$ cat src/bblur3_pkg.sv
// ============================================================================
// Box blur package
// Types, field widths, register codes and the reciprocal table of the blur.
// ============================================================================
package bblur3_pkg;

    localparam int PIX_W      = 8;
    localparam int PIXEL_W    = 3 * PIX_W;
    localparam int TDATA_W    = 24;
    localparam int WIN_N      = 9;
    localparam int SUM_W      = 12;
    localparam int CNT_W      = 4;
    localparam int X_W        = 13;
    localparam int RECIP_W    = 20;
    localparam int RECIP_SHIFT = 20;
    localparam int PROD_W     = 33;

    localparam int CFG_IDX_W  = 2;
    localparam int CFG_DATA_W = 13;
    localparam int CFG_W_W    = 11;
    localparam int CFG_H_W    = 13;

    localparam logic [CFG_IDX_W-1:0] REG_IMAGE_WIDTH  = 2'd0;
    localparam logic [CFG_IDX_W-1:0] REG_IMAGE_HEIGHT = 2'd1;

    localparam logic [CFG_W_W-1:0] RESET_WIDTH  = 11'd640;
    localparam logic [CFG_H_W-1:0] RESET_HEIGHT = 13'd480;

    localparam logic OP_PIXEL = 1'b0;
    localparam logic OP_DRAIN = 1'b1;

    typedef struct packed {
        logic [PIX_W-1:0] red;
        logic [PIX_W-1:0] green;
        logic [PIX_W-1:0] blue;
    } t_pixel;

    typedef struct packed {
        logic             frame_end;
        logic [PIX_W-1:0] blue;
        logic [PIX_W-1:0] green;
        logic [PIX_W-1:0] red;
    } t_result;

    typedef struct packed {
        logic             sum_en;
        logic             mul_en;
        logic [WIN_N-1:0] mask;
        logic [CNT_W-1:0] count;
    } t_lane_ctl;

    // Reciprocal of twice the pixel count, scaled by two to the RECIP_SHIFT.
    function automatic logic [RECIP_W-1:0] recip(input logic [CNT_W-1:0] cnt);
        logic [RECIP_W-1:0] val;
        case (cnt)
            4'd2:    val = 20'd262144;
            4'd3:    val = 20'd174763;
            4'd4:    val = 20'd131072;
            4'd5:    val = 20'd104858;
            4'd6:    val = 20'd87382;
            4'd7:    val = 20'd74899;
            4'd8:    val = 20'd65536;
            4'd9:    val = 20'd58255;
            default: val = 20'd524288;
        endcase
        return val;
    endfunction

endpackage

$ cat src/bblur3_out.sv
// ============================================================================
// Box blur output stage
// Merges the three lane results into one output register on the stream.
// ============================================================================
module bblur3_out (
    input  logic                               i_clk,
    input  logic                               i_rst_n,
    input  logic                               i_load,
    input  bblur3_pkg::t_result                i_result,
    output logic                               o_free,
    output logic                               o_tvalid,
    input  logic                               i_tready,
    output logic [bblur3_pkg::TDATA_W-1:0]     o_tdata,
    output logic                               o_tlast
);
    import bblur3_pkg::*;

    logic    r_valid;
    t_result r_result;

    assign o_free = !r_valid || i_tready;

    always_ff @(posedge i_clk) begin
        if (!i_rst_n) begin
            r_valid <= 1'b0;
        end else if (o_free) begin
            r_valid <= i_load;
        end
    end

    always_ff @(posedge i_clk) begin
        if (i_load && o_free) begin
            r_result <= i_result;
        end
    end

    assign o_tvalid = r_valid;
    assign o_tdata  = {r_result.blue, r_result.green, r_result.red};
    assign o_tlast  = r_result.frame_end;

endmodule

$ cat config.mk
export PLATFORM = sky130hd
export DESIGN_NAME = bblur3_out
export DESIGN_NICKNAME = d
export VERILOG_FILES = /design/src/bblur3_pkg.sv /design/src/bblur3_out.sv
export SDC_FILE = /design/constraint.sdc
export NUM_CORES = 1
export LEC_CHECK = 0
export BUFFER_PORTS_ARGS = -buffer_cell sky130_fd_sc_hd__buf_2
export CORE_MARGIN = 1
export CORE_UTILIZATION = 42
export CTS_CLUSTER_DIAMETER = 50
export DETAILED_ROUTE_END_ITERATION = 8
export GPL_TIMING_DRIVEN = 0
export PLACE_DENSITY = 0.81
export RECOVER_POWER = 100
export SETUP_SLACK_MARGIN = 0.02
export SYNTH_ARGS = -nofsm -noshare
export SYNTH_HDL_FRONTEND = slang
export SYNTH_SLANG_ARGS = --single-unit
$ cat constraint.sdc
create_clock -name i_clk -period 3.18 [get_ports i_clk]
set_clock_uncertainty 0.05 [all_clocks]
set_input_delay 0.636 -clock i_clk [delete_from_list [all_inputs] [get_ports i_clk]]
set_output_delay 0.636 -clock i_clk [all_outputs]
set_load 0.1 [all_outputs]
* After elaboration in Yosys (flattened, before gate mapping)
Index checks and enable logic that the tools add are counted.
** Word-level totals
- Register bits :: 26
- Latch bits :: 0
- RAM bits :: 0
- Bits in read-only memories :: 0
- Input bits :: 29
- Output and inout bits :: 27
- Memories :: 0
** Cells by class
- $add $sub $neg :: 0
- Multiply operators :: 0
- Divide/modulo/power cells :: 0
- Magnitude comparators :: 0
- Equality and inequality tests :: 0
- Shift-type cells :: 0
- Multiplexer cells :: 0
- Bitwise logic cells :: 0
- Reductions and logical operators :: 3
** Operator list (count)
- $logic_and A1 B1 Y1 :: 1
- $logic_not A1 Y1 :: 1
- $logic_or A1 B1 Y1 :: 1

* Logic depth before layout (Yosys ltp)
- Depth in word-level cells :: 3
- Gate-level depth with buffers :: 2
- Mapped depth without buffers :: 2

* Worst setup path after synthesis
No wires, ideal clock.
- Path type :: reg2reg
- From :: reg r_valid (netlist: o_tvalid)
- To :: reg r_result (netlist bit o_tdata[0]) (enable)
- Library setup time :: 0.271 ns
- Data arrival time :: 1.725 ns
- Required time :: 2.859 ns
- Slack :: 1.134 ns
- Cell stages (with the launch flop) :: 3
- Period minus slack after synthesis :: 2.046 ns
- Cells stage by stage :: dfxtp_1 > nand2b_4 > and2_4
** Between the ends
- Word-level cells in the longest chain between the ends :: 3
** Ends and longest elaborated chain
- start: declaration :: RTL line bblur3_out.sv:18 : logic r_valid;
- start signal: assignment :: RTL line bblur3_out.sv:27 : r_valid <= i_load;
- $logic_not A1 Y1 :: RTL line bblur3_out.sv:21 : assign o_free = !r_valid || i_tready;
- $logic_or A1 B1 Y1 :: RTL line bblur3_out.sv:21
- named net o_free :: RTL line bblur3_out.sv:10 : output logic o_free,
- $logic_and A1 B1 Y1 :: RTL line bblur3_out.sv:32 : if (i_load && o_free) begin
- end signal: assignment :: RTL line bblur3_out.sv:33 : r_result <= i_result;
- end: declaration :: RTL line bblur3_out.sv:19 : t_result r_result;
The timed path passes the listed nets, and every way through them passes these cells.
A chain may end at the register's enable or synchronous reset.

* Final worst setup path
- From :: in i_tready
- To :: out o_free
** Between the ends
- Word-level cells in the longest chain between the ends :: 1
** Ends and longest elaborated chain
- start: declaration :: RTL line bblur3_out.sv:12 : input logic i_tready,
- $logic_or A1 B1 Y1 :: RTL line bblur3_out.sv:21
- end: declaration :: RTL line bblur3_out.sv:10
Every way passes these cells.

==> reports/results.ini <==
[placement]
gp_congestion=0.638
placed_area_um2=1110
io_buffer_count=55
place_ws_ns=1.24

[layout]
drive_gt1_share_pct=34.8
area_growth_pct=35.3
final_cell_mix=clkbuf_1 (28), buf_2 (28), edfxtp_1 (25)
nets=119
final_cell_area_um2=1090
diodes=0

[timing]
setup-violations-final=0
fin_crit_sh_pct=75.0
drv_slew=0
relSlewSlack_pct=0.803
worstMarginPinSlew_ns=1.49
layout_setup_ws_ns=0.795
fin_crit_ns=2.39
grt_setup_unrepaired=false
fin_setup_tns_ns=0
fmax_mhz=419
hold_viol=0
whs_ns=0.437

[drt]
first_pass_iters=4
num_vias=508
drc=0
drt_iter0_drc=8
detail-route-antenna-nets=0
drt-wirelength-per-cell_um=12.1
viasPerCell=4.46
wl_um=1380

[global_route]
gr-usage-all-layers_pct=13.7
grt_pass1_vias=488
grt_first_pass_wirelength_um=1920
grt_start_max_net_pins=26
antenna_found_initial=0
grt-ovfl-total=0

[critical_path]
required_ns=2.49
startpoint_type=input pin
reg2reg_slack_ns=1.17
setup.worst_path.end_class=primary output
worstPathArrival_ns=1.70
worstPathMaxFanout=3
critPathKind=input pin to primary output

[yosys]
syn_avg_cell_area_um2=26.9
yosys.area.top_type=edfxtp_1
yosysTopAreaCellShare_pct=92.9
yosysUniqueCellTypes=6
synthTopCellsByArea=edfxtp_1 (93%), dfxtp_1 (2.5%), nand2b_4 (1.7%), a21boi_2 (1.4%), and2_4 (1.1%)
ys_seq_area_share_pct=95.4
yosysWarnings=0
netlist_instances=30
synth_fp_nets=59
synth-seq-cells=26
synth_area_um2=808

[die]
start_util_pct=45.8
die-area_um2=2100
die_x_um=45.9
die_h_um=45.9
row_count=15
core-area_um2=1760
io-pin-count=56

[power]
total_leakage_power_nw=0.419
vdd_drop_max_uv=451
p_per_area_nw_per_um2=662

[cts]
cts.htree.levels=1
cts_tree=done
hold_buffers=0
cts_resized=0
clock_path_buffers=2
path_clk_slew_ns=0.13
cts.sinks=26
post-cts-setup-buffers=0
clk_latency_ns=0.31
clock-root-buffer=clkbuf_4
cts_made_buffers=3

[flow_run]
maxCapViolCount=0

[run_status]
status=complete, no violations

[min_path]
hp-class=input pin to flop

-- power breakdown --
part | switching, mW | internal [mW]
registers | 0.00491 | 0.399
logic | 0.162 | 0.0199
clock network | 0.0884 | 0.0490
total | 0.256 | 0.468
-- sequential cells by signal (all words and copies together) (netlist names) --
signal / count
o_tdata: 24
o_tlast: 1
o_tvalid: 1
-- worst paths after layout --
path	startpoint	endpoint	depth (start not counted)
min	i_result[17]	o_tdata[17]$_DFFE_PP_	1
max reg2reg	o_tvalid$_SDFFE_PN0P_	o_tlast$_DFFE_PP_	2
min reg2reg	o_tvalid$_SDFFE_PN0P_	o_tvalid$_SDFFE_PN0P_	2
max	i_tready	o_free	3
-- cell usage after synthesis, drive strengths merged --
cell type and n:
edfxtp 25, a21boi 1, and2 1, dfxtp 1
inv 1, nand2b 1
-- layer usage --
| metal | up-vias | routed length (um) | GRT usage (%) | share of wire, % |
|---|---|---|---|---|
| met3 | 4 | 97 | 4.37 | 7.0 |
| li1 | 233 | - | - | - |
| met1 | 245 | 433 | 10.9 | 31 |
| met2 | 26 | 828 | 26.8 | 60 |
| met5 | - | 0 | 0 | 0 |
| met4 | 0 | 21 | 9.41 | 1.5 |
-- cell families (layout without fill, tap and decap cells) --
group / after synthesis / after routing / synth area share, %
buffers and inverters: 1 / 60 / 0.464
AOI/OAI and AO/OA: 1 / 1 / 1.39
DFF: 26 / 26 / 95.4
and+or+nand+nor: 2 / 2 / 2.79
-- critical path, cell delays in order --
cell      delay [ns]
buf_2           0.07
nand2b_1        0.12
clkbuf_1        0.87
-- metrics by stage --
stage / util (%) / cells / power [mW]
5_1_grt: 62.0 / 114 / 0.744
3_3_place_gp: 63.2 / 110 / 0.599
4_1_cts: 64.7 / 114 / 0.738
6_report: 62.0 / 114 / 0.724
3_5_place_dp: 63.2 / 110 / 0.602
2_1_floorplan: - / 30 / 0.566
-- layout make-up --
| class | instances | area, um^2 |
|---|---|---|
| flip-flops and latches | 26 | 771 |
| fillers | 159 | 671 |
| repair buffers | 55 | 241 |
| well taps | 25 | 31.3 |
| clock buffers | 4 | 26.3 |
| multi-input cells | 3 | 20.0 |
| inverters | 1 | 3.75 |
No activity file was read; power rests on OpenSTA's default activity.
