[config.mk]
export PLATFORM = sky130hd
export DESIGN_NAME = bblur3_lane
export DESIGN_NICKNAME = d
export VERILOG_FILES = /design/src/bblur3_pkg.sv /design/src/bblur3_lane.sv
export SDC_FILE = /design/constraint.sdc
export NUM_CORES = 1
export LEC_CHECK = 0
export BUFFER_PORTS_ARGS = -buffer_cell sky130_fd_sc_hd__buf_2
export CORE_MARGIN = 3
export CORE_UTILIZATION = 64
export DETAILED_ROUTE_END_ITERATION = 10
export MAX_ROUTING_LAYER = met4
export PLACE_DENSITY = 0.95
export SETUP_SLACK_MARGIN = 0.3
export SKIP_CTS_REPAIR_TIMING = 1
export SLEW_MARGIN = 0
export SYNTH_ARGS = -nofsm -noshare
export SYNTH_HDL_FRONTEND = slang
export SYNTH_SLANG_ARGS = --single-unit
[constraint.sdc]
create_clock -name i_clk -period 11.85 [get_ports i_clk]
set_input_delay 0.5925 -clock i_clk [delete_from_list [all_inputs] [get_ports i_clk]]
set_output_delay 0.5925 -clock i_clk [all_outputs]
set_load 0.1 [all_outputs]
[src/bblur3_pkg.sv]
// ============================================================================
// Box blur package
// Types, field widths, register codes and the reciprocal table of the blur.
// ============================================================================
package bblur3_pkg;

    localparam int PIX_W      = 8;
    localparam int PIXEL_W    = 3 * PIX_W;
    localparam int TDATA_W    = 24;
    localparam int WIN_N      = 9;
    localparam int SUM_W      = 12;
    localparam int CNT_W      = 4;
    localparam int X_W        = 13;
    localparam int RECIP_W    = 20;
    localparam int RECIP_SHIFT = 20;
    localparam int PROD_W     = 33;

    localparam int CFG_IDX_W  = 2;
    localparam int CFG_DATA_W = 13;
    localparam int CFG_W_W    = 11;
    localparam int CFG_H_W    = 13;

    localparam logic [CFG_IDX_W-1:0] REG_IMAGE_WIDTH  = 2'd0;
    localparam logic [CFG_IDX_W-1:0] REG_IMAGE_HEIGHT = 2'd1;

    localparam logic [CFG_W_W-1:0] RESET_WIDTH  = 11'd640;
    localparam logic [CFG_H_W-1:0] RESET_HEIGHT = 13'd480;

    localparam logic OP_PIXEL = 1'b0;
    localparam logic OP_DRAIN = 1'b1;

    typedef struct packed {
        logic [PIX_W-1:0] red;
        logic [PIX_W-1:0] green;
        logic [PIX_W-1:0] blue;
    } t_pixel;

    typedef struct packed {
        logic             frame_end;
        logic [PIX_W-1:0] blue;
        logic [PIX_W-1:0] green;
        logic [PIX_W-1:0] red;
    } t_result;

    typedef struct packed {
        logic             sum_en;
        logic             mul_en;
        logic [WIN_N-1:0] mask;
        logic [CNT_W-1:0] count;
    } t_lane_ctl;

    // Reciprocal of twice the pixel count, scaled by two to the RECIP_SHIFT.
    function automatic logic [RECIP_W-1:0] recip(input logic [CNT_W-1:0] cnt);
        logic [RECIP_W-1:0] val;
        case (cnt)
            4'd2:    val = 20'd262144;
            4'd3:    val = 20'd174763;
            4'd4:    val = 20'd131072;
            4'd5:    val = 20'd104858;
            4'd6:    val = 20'd87382;
            4'd7:    val = 20'd74899;
            4'd8:    val = 20'd65536;
            4'd9:    val = 20'd58255;
            default: val = 20'd524288;
        endcase
        return val;
    endfunction

endpackage

[src/bblur3_lane.sv]
// ============================================================================
// Box blur channel lane
// Sums the selected window samples of one channel and divides by the count.
// ============================================================================
module bblur3_lane (
    input  logic                                            i_clk,
    input  bblur3_pkg::t_lane_ctl                           i_ctl,
    input  logic [bblur3_pkg::WIN_N-1:0][bblur3_pkg::PIX_W-1:0] i_px,
    output logic [bblur3_pkg::PIX_W-1:0]                    o_avg
);
    import bblur3_pkg::*;

    logic [SUM_W-1:0]  r_sum;
    logic [SUM_W-1:0]  n_sum;
    logic [PROD_W-1:0] r_prod;
    logic [PROD_W-1:0] n_prod;
    logic [X_W-1:0]    dividend;

    always_comb begin
        n_sum = '0;
        for (int k = 0; k < WIN_N; k++) begin
            if (i_ctl.mask[k]) begin
                n_sum = n_sum + SUM_W'(i_px[k]);
            end
        end
    end

    // Rounding half up: (2 * sum + n) / (2 * n).
    assign dividend = {r_sum, 1'b0} + X_W'(i_ctl.count);
    assign n_prod   = PROD_W'(dividend) * PROD_W'(recip(i_ctl.count));

    always_ff @(posedge i_clk) begin
        if (i_ctl.sum_en) begin
            r_sum <= n_sum;
        end
        if (i_ctl.mul_en) begin
            r_prod <= n_prod;
        end
    end

    assign o_avg = r_prod[RECIP_SHIFT +: PIX_W];

endmodule

**Word-level counts from Yosys, hierarchy flattened**

Memory sizes are Yosys's and may differ from the RTL's.
Index checks and enable logic that the tools add are counted.

- $add $sub $neg: 9
- Multipliers: 1
- Mux-type cells: 9

Operators by type and width:

| operator | count |
|---|---|
| $add 12x8->12 | 8 |
| $mux 12 | 8 |
| $mul 13x20->28 | 1 |
| $add 13x4->13 | 1 |
| $mux 8 | 1 |

- Flip-flop bits (word level): 40
- Memory bits (read-only): 320
- Input bits: 88
- Output and inout port bits: 8
- Memories: 1

Memories:

| memory | words | width | read ports | clocked after memory_dff | wr ports | RTL line | text |
|---|---|---|---|---|---|---|---|
| (name not given) | 16 | 20 | 1 | 0 | 0 | bblur3_pkg.sv:55 | `case (cnt)` |

**Depth between registers and ports, before layout**

- Word-level depth: 17
- Gate-level depth with buffers: 49

**Worst setup path before layout**

No wires, ideal clock.

- Kind: input-to-reg
- Start point: in i_px[0] (netlist bit)
- End point: reg r_sum[10] (data pin)
- Library setup time: 258 ps
- Arrival time: 8438 ps
- Data required time: 11592 ps
- Setup slack: 3153 ps
- Stages: 45
- Path through: and2_1 ha_1 inv_1 fa_1 mux2i_1 ha_1 a21o_1 a21oi_1 xnor2_1 mux2_2 ha_1 o21ai_0 nor2_1 o21ai_0 o21ai_0 inv_1 ha_1 and2_1 (+9 left out) o31ai_1 inv_1 ha_1 or2_2 o221ai_1 a21boi_0 mux2_2 ha_1 nor3_1 nor2_1 mux2_2 ha_1 nor2b_1 o21a_1 o21a_1 o2111a_1 a211oi_2 xnor2_1

- Word-level cells in the longest chain between the ends: 17

RTL lines:

| element | RTL line | text |
|---|---|---|
| from (decl) | bblur3_lane.sv:8 | `input logic [bblur3_pkg::WIN_N-1:0][bblur3_pkg::PIX_W-1:0] i_px,` |
| $mux 8 * | bblur3_lane.sv:22 | `if (i_ctl.mask[k]) begin` |
| $add 12x8->12 | bblur3_lane.sv:23 | `n_sum = n_sum + SUM_W'(i_px[k]);` |
| $mux 12 * | bblur3_lane.sv:22 |  |
| $add 12x8->12 | bblur3_lane.sv:23 |  |
| $mux 12 * | bblur3_lane.sv:22 |  |
| $add 12x8->12 | bblur3_lane.sv:23 |  |
| $mux 12 * | bblur3_lane.sv:22 |  |
| $add 12x8->12 | bblur3_lane.sv:23 |  |
| (+2 left out) | n/a |  |
| $mux 12 * | bblur3_lane.sv:22 |  |
| $add 12x8->12 | bblur3_lane.sv:23 |  |
| $mux 12 * | bblur3_lane.sv:22 |  |
| $add 12x8->12 | bblur3_lane.sv:23 |  |
| $mux 12 * | bblur3_lane.sv:22 |  |
| $add 12x8->12 | bblur3_lane.sv:23 |  |
| $mux 12 * | bblur3_lane.sv:22 |  |
| net n_sum[10] | bblur3_lane.sv:14 | `logic [SUM_W-1:0] n_sum;` |
| to (signal assigned) | bblur3_lane.sv:34 | `r_sum <= n_sum;` |
| to (decl) | bblur3_lane.sv:13 | `logic [SUM_W-1:0] r_sum;` |

The timed path passes the listed nets; every way through them passes the cells marked *.
A chain may end at the register's enable or synchronous reset.

**Worst setup path in the final report**

- Start point: in i_ctl[4] (netlist bit)
- End point: reg r_sum[10] (data pin)

- Word-level cells in the longest chain between the ends: 17

RTL lines:

| element | RTL line | text |
|---|---|---|
| from (decl) | bblur3_lane.sv:7 | `input bblur3_pkg::t_lane_ctl i_ctl,` |
| $mux 8 * | bblur3_lane.sv:22 |  |
| $add 12x8->12 | bblur3_lane.sv:23 |  |
| $mux 12 * | bblur3_lane.sv:22 |  |
| $add 12x8->12 | bblur3_lane.sv:23 |  |
| $mux 12 * | bblur3_lane.sv:22 |  |
| $add 12x8->12 | bblur3_lane.sv:23 |  |
| $mux 12 * | bblur3_lane.sv:22 |  |
| $add 12x8->12 | bblur3_lane.sv:23 |  |
| (+2 left out) | n/a |  |
| $mux 12 * | bblur3_lane.sv:22 |  |
| $add 12x8->12 | bblur3_lane.sv:23 |  |
| $mux 12 * | bblur3_lane.sv:22 |  |
| $add 12x8->12 | bblur3_lane.sv:23 |  |
| $mux 12 * | bblur3_lane.sv:22 |  |
| $add 12x8->12 | bblur3_lane.sv:23 |  |
| $mux 12 * | bblur3_lane.sv:22 |  |
| net n_sum[10] | bblur3_lane.sv:14 |  |

Marked as above.

==> flow_summary.ini <==
[final_layout]
layout-drive-gt1-share = 0.116
synthToLayoutAreaGrowth_pct = 7.27
nNetsFinal = 1855
final_common_cell = inv_1
layout_common_cells = inv_1, fa_1, nand2_1
fin_area_um2 = 12500
final_cells = 1669

[job]
cap_viol_max_count = 0

[floorplanning]
die-area_um2 = 19800
initial_utilization = 0.664
die_w_um = 141
fp-row-count = 48
die_h_um = 141
ios = 96
core_region_area_um2 = 17500

[setup_path]
start_kind = input port
crit_slowest_cell = fa_1
crit_type = in -> reg
setup.worst_path.end_class = flip-flop
cp.required_ns = 11.87
cp.arrival_ns = 9.71
critPathBufInv = 4
cp_top_family = adder cells
crit_fanout = 8
critPathMostFrequentCell = ha_1
max_stage_delay_ns = 0.42

[cts]
cts_buffers = 3
cts_sinks = 20
cts_max_level = 1
clkTransAtPathRegs_ns = 0.06
root_buffer = clkbuf_16
clkLatencyLatePin_ns = 0.26
cts_buffer_depth = 2
cts_tree = yes

[place]
io_buffers = 95
placedCellCount = 1664
dp_hpwl_um = 25900
place_area_um2 = 12400
place_congestion = 1.05

[synth]
syn_nets = 1777
synth_cells = 1366
yosys_warnings = 0
ys_async_sr_fraction = 0
synth_edf_count = 20
syn_avg_cell_area_um2 = 8.52
yosysSeqAreaShare = 0.0516
syn_area_um2 = 11600
ys_seq_elements = 20
ys_types = 69
ys.flop_type = edfxtp_1

[global_route]
grt_pass1_wl_um = 51100
grt_pass1_vias = 10600
grt_max_degree = 21
grt-ovfl-total = 0
antenna_found_initial = 1
grt_usage = 0.328

[pwr]
powerDensity_nw_per_um2 = 271
ir_drop_mv = 0.592
cellLeakagePower_nw = 6.15

[sta]
fin_skew_ns = 0.00453
worst_pin_slew_ns = 1.09
finalSetupViolations = 0
setup_tns_ns = 0
slew-limit-headroom = 0.273
post-route-period-util = 0.818
fmax_ghz = 0.103
hold_violations = 0
rsz0062_at_grt = no
min_period_ns = 9.69
hold_slack_ns = 0.684
report.final.slew_viol_count = 0

[routing]
vias = 10000
drc = 0
drtIter0Drc = 883
wl_per_cell_um = 18.3
wirelength_um = 30600
first_pass_iters = 6
drtAntennaViolNets = 0
viasPerCell = 6.00

[worst_hold_path]
hp-class = in -> reg

[outcome]
status = finished, final reports clean
## per-stage QoR
step | util | setup WS (ns) | total power, mW
2_1_floorplan | - | 3.15 | 2.45
3_3_place_gp | 0.706 | 2.55 | 3.03
3_5_place_dp | 0.706 | 2.04 | 3.23
4_1_cts | 0.712 | 2.27 | 3.37
5_1_grt | 0.712 | 1.31 | 3.78
6_report | 0.712 | 2.16 | 3.39
## metal layers
layer | track usage | share of wire | vias up
li1 | - | - | 4530
met5 | - | 0 | -
met3 | 0.0739 | 0.093 | 143
met1 | 0.391 | 0.37 | 4805
met2 | 0.545 | 0.49 | 528
met4 | 0.122 | 0.049 | 0
## synthesized netlist by cell type (3+ instances only)
| master | number | area share |
|---|---|---|
| mux2i_1 | 7 | 0.0060 |
| clkbuf_1 | 32 | 0.010 |
| nor2b_1 | 20 | 0.011 |
| o31a_1 | 9 | 0.0068 |
| o31ai_1 | 5 | 0.0032 |
| fa_1 | 198 | 0.34 |
| nand2_1 | 171 | 0.055 |
| and3_1 | 7 | 0.0038 |
| o221ai_1 | 3 | 0.0023 |
| nor2_1 | 123 | 0.040 |
| and2_1 | 28 | 0.015 |
| or3_1 | 5 | 0.0027 |
| nand3_1 | 10 | 0.0043 |
| inv_1 | 243 | 0.078 |
| o21a_1 | 33 | 0.021 |
| xnor2_1 | 46 | 0.035 |
| nor3b_1 | 3 | 0.0019 |
| a211oi_1 | 11 | 0.0071 |
| edfxtp_1 | 20 | 0.052 |
| nand2b_1 | 16 | 0.0086 |
| a21oi_1 | 48 | 0.021 |
| mux2_2 | 29 | 0.028 |
| o21ai_0 | 51 | 0.022 |
| nand3b_1 | 3 | 0.0019 |
| nor3_1 | 14 | 0.0060 |
| xor2_1 | 17 | 0.013 |
| o21bai_1 | 5 | 0.0032 |
| ha_1 | 125 | 0.13 |
| a21boi_0 | 5 | 0.0032 |
| o211a_1 | 4 | 0.0034 |
| a21o_1 | 20 | 0.013 |
| or2_2 | 6 | 0.0032 |
## worst register-to-register path, cell delays in order (launching register included)
cell and delay (ns):
edfxtp_1 0.43, ha_1 0.31, a21o_1 0.12, a21oi_1 0.14
nor3b_1 0.52, nand3_1 0.16, xnor2_1 0.83, o21ai_0 0.28
fa_1 0.61, fa_1 0.46, fa_1 0.47, fa_1 0.49
inv_1 0.05, fa_1 0.48, ha_1 0.32, nand4_1 0.14
nor2_1 0.07, a211oi_1 0.46, o211ai_1 0.37, o211ai_1 0.35
a21oi_1 0.13, or3_1 0.41, a21oi_1 0.19, xnor2_1 0.10
## sequential cells by signal, indices dropped and copies added, names as in the netlist
name,count
r_prod,8
r_sum,12
## cell families after synthesis
logic type | count (synthesis) | share of synthesized area
muxes | 37 | 0.0354
adders and majority gates | 323 | 0.475
and+or+nand+nor | 416 | 0.161
DFF | 20 | 0.0516
buffers and inverters | 278 | 0.0899
AOI/OAI and AO/OA | 223 | 0.130
xor gates and xnor gates | 69 | 0.0574
## worst paths after layout
kind	start	endpoint	slack (ns)	cells past startpoint
max	i_ctl[4]	r_sum[10]$_DFFE_PP_	2.16	47
min reg2reg	r_sum[9]$_DFFE_PP_	r_prod[27]$_DFFE_PP_	1.30	6
min	i_ctl[13]	r_prod[24]$_DFFE_PP_	0.68	1
max reg2reg	r_sum[1]$_DFFE_PP_	r_prod[26]$_DFFE_PP_	3.70	23
## cell type report
type / instances / area (um2)
multi-input combinational: 1068 / 10000
tap: 225 / 282
antenna: 1 / 2.50
clock buffer: 3 / 75.1
inverter: 244 / 916
fill: 1278 / 5050
sequential: 20 / 601
clock inverter: 1 / 30.0
timing repair buffer: 107 / 566
## power by group
part	leakage, nW	internal, mW	switching (mW)
sequential	0.196	0.177	0.0237
combinational	5.90	1.27	1.82
clock	0.0511	0.0672	0.0285
total	6.15	1.51	1.88
Note: power is estimated with default switching activity, not from simulation.
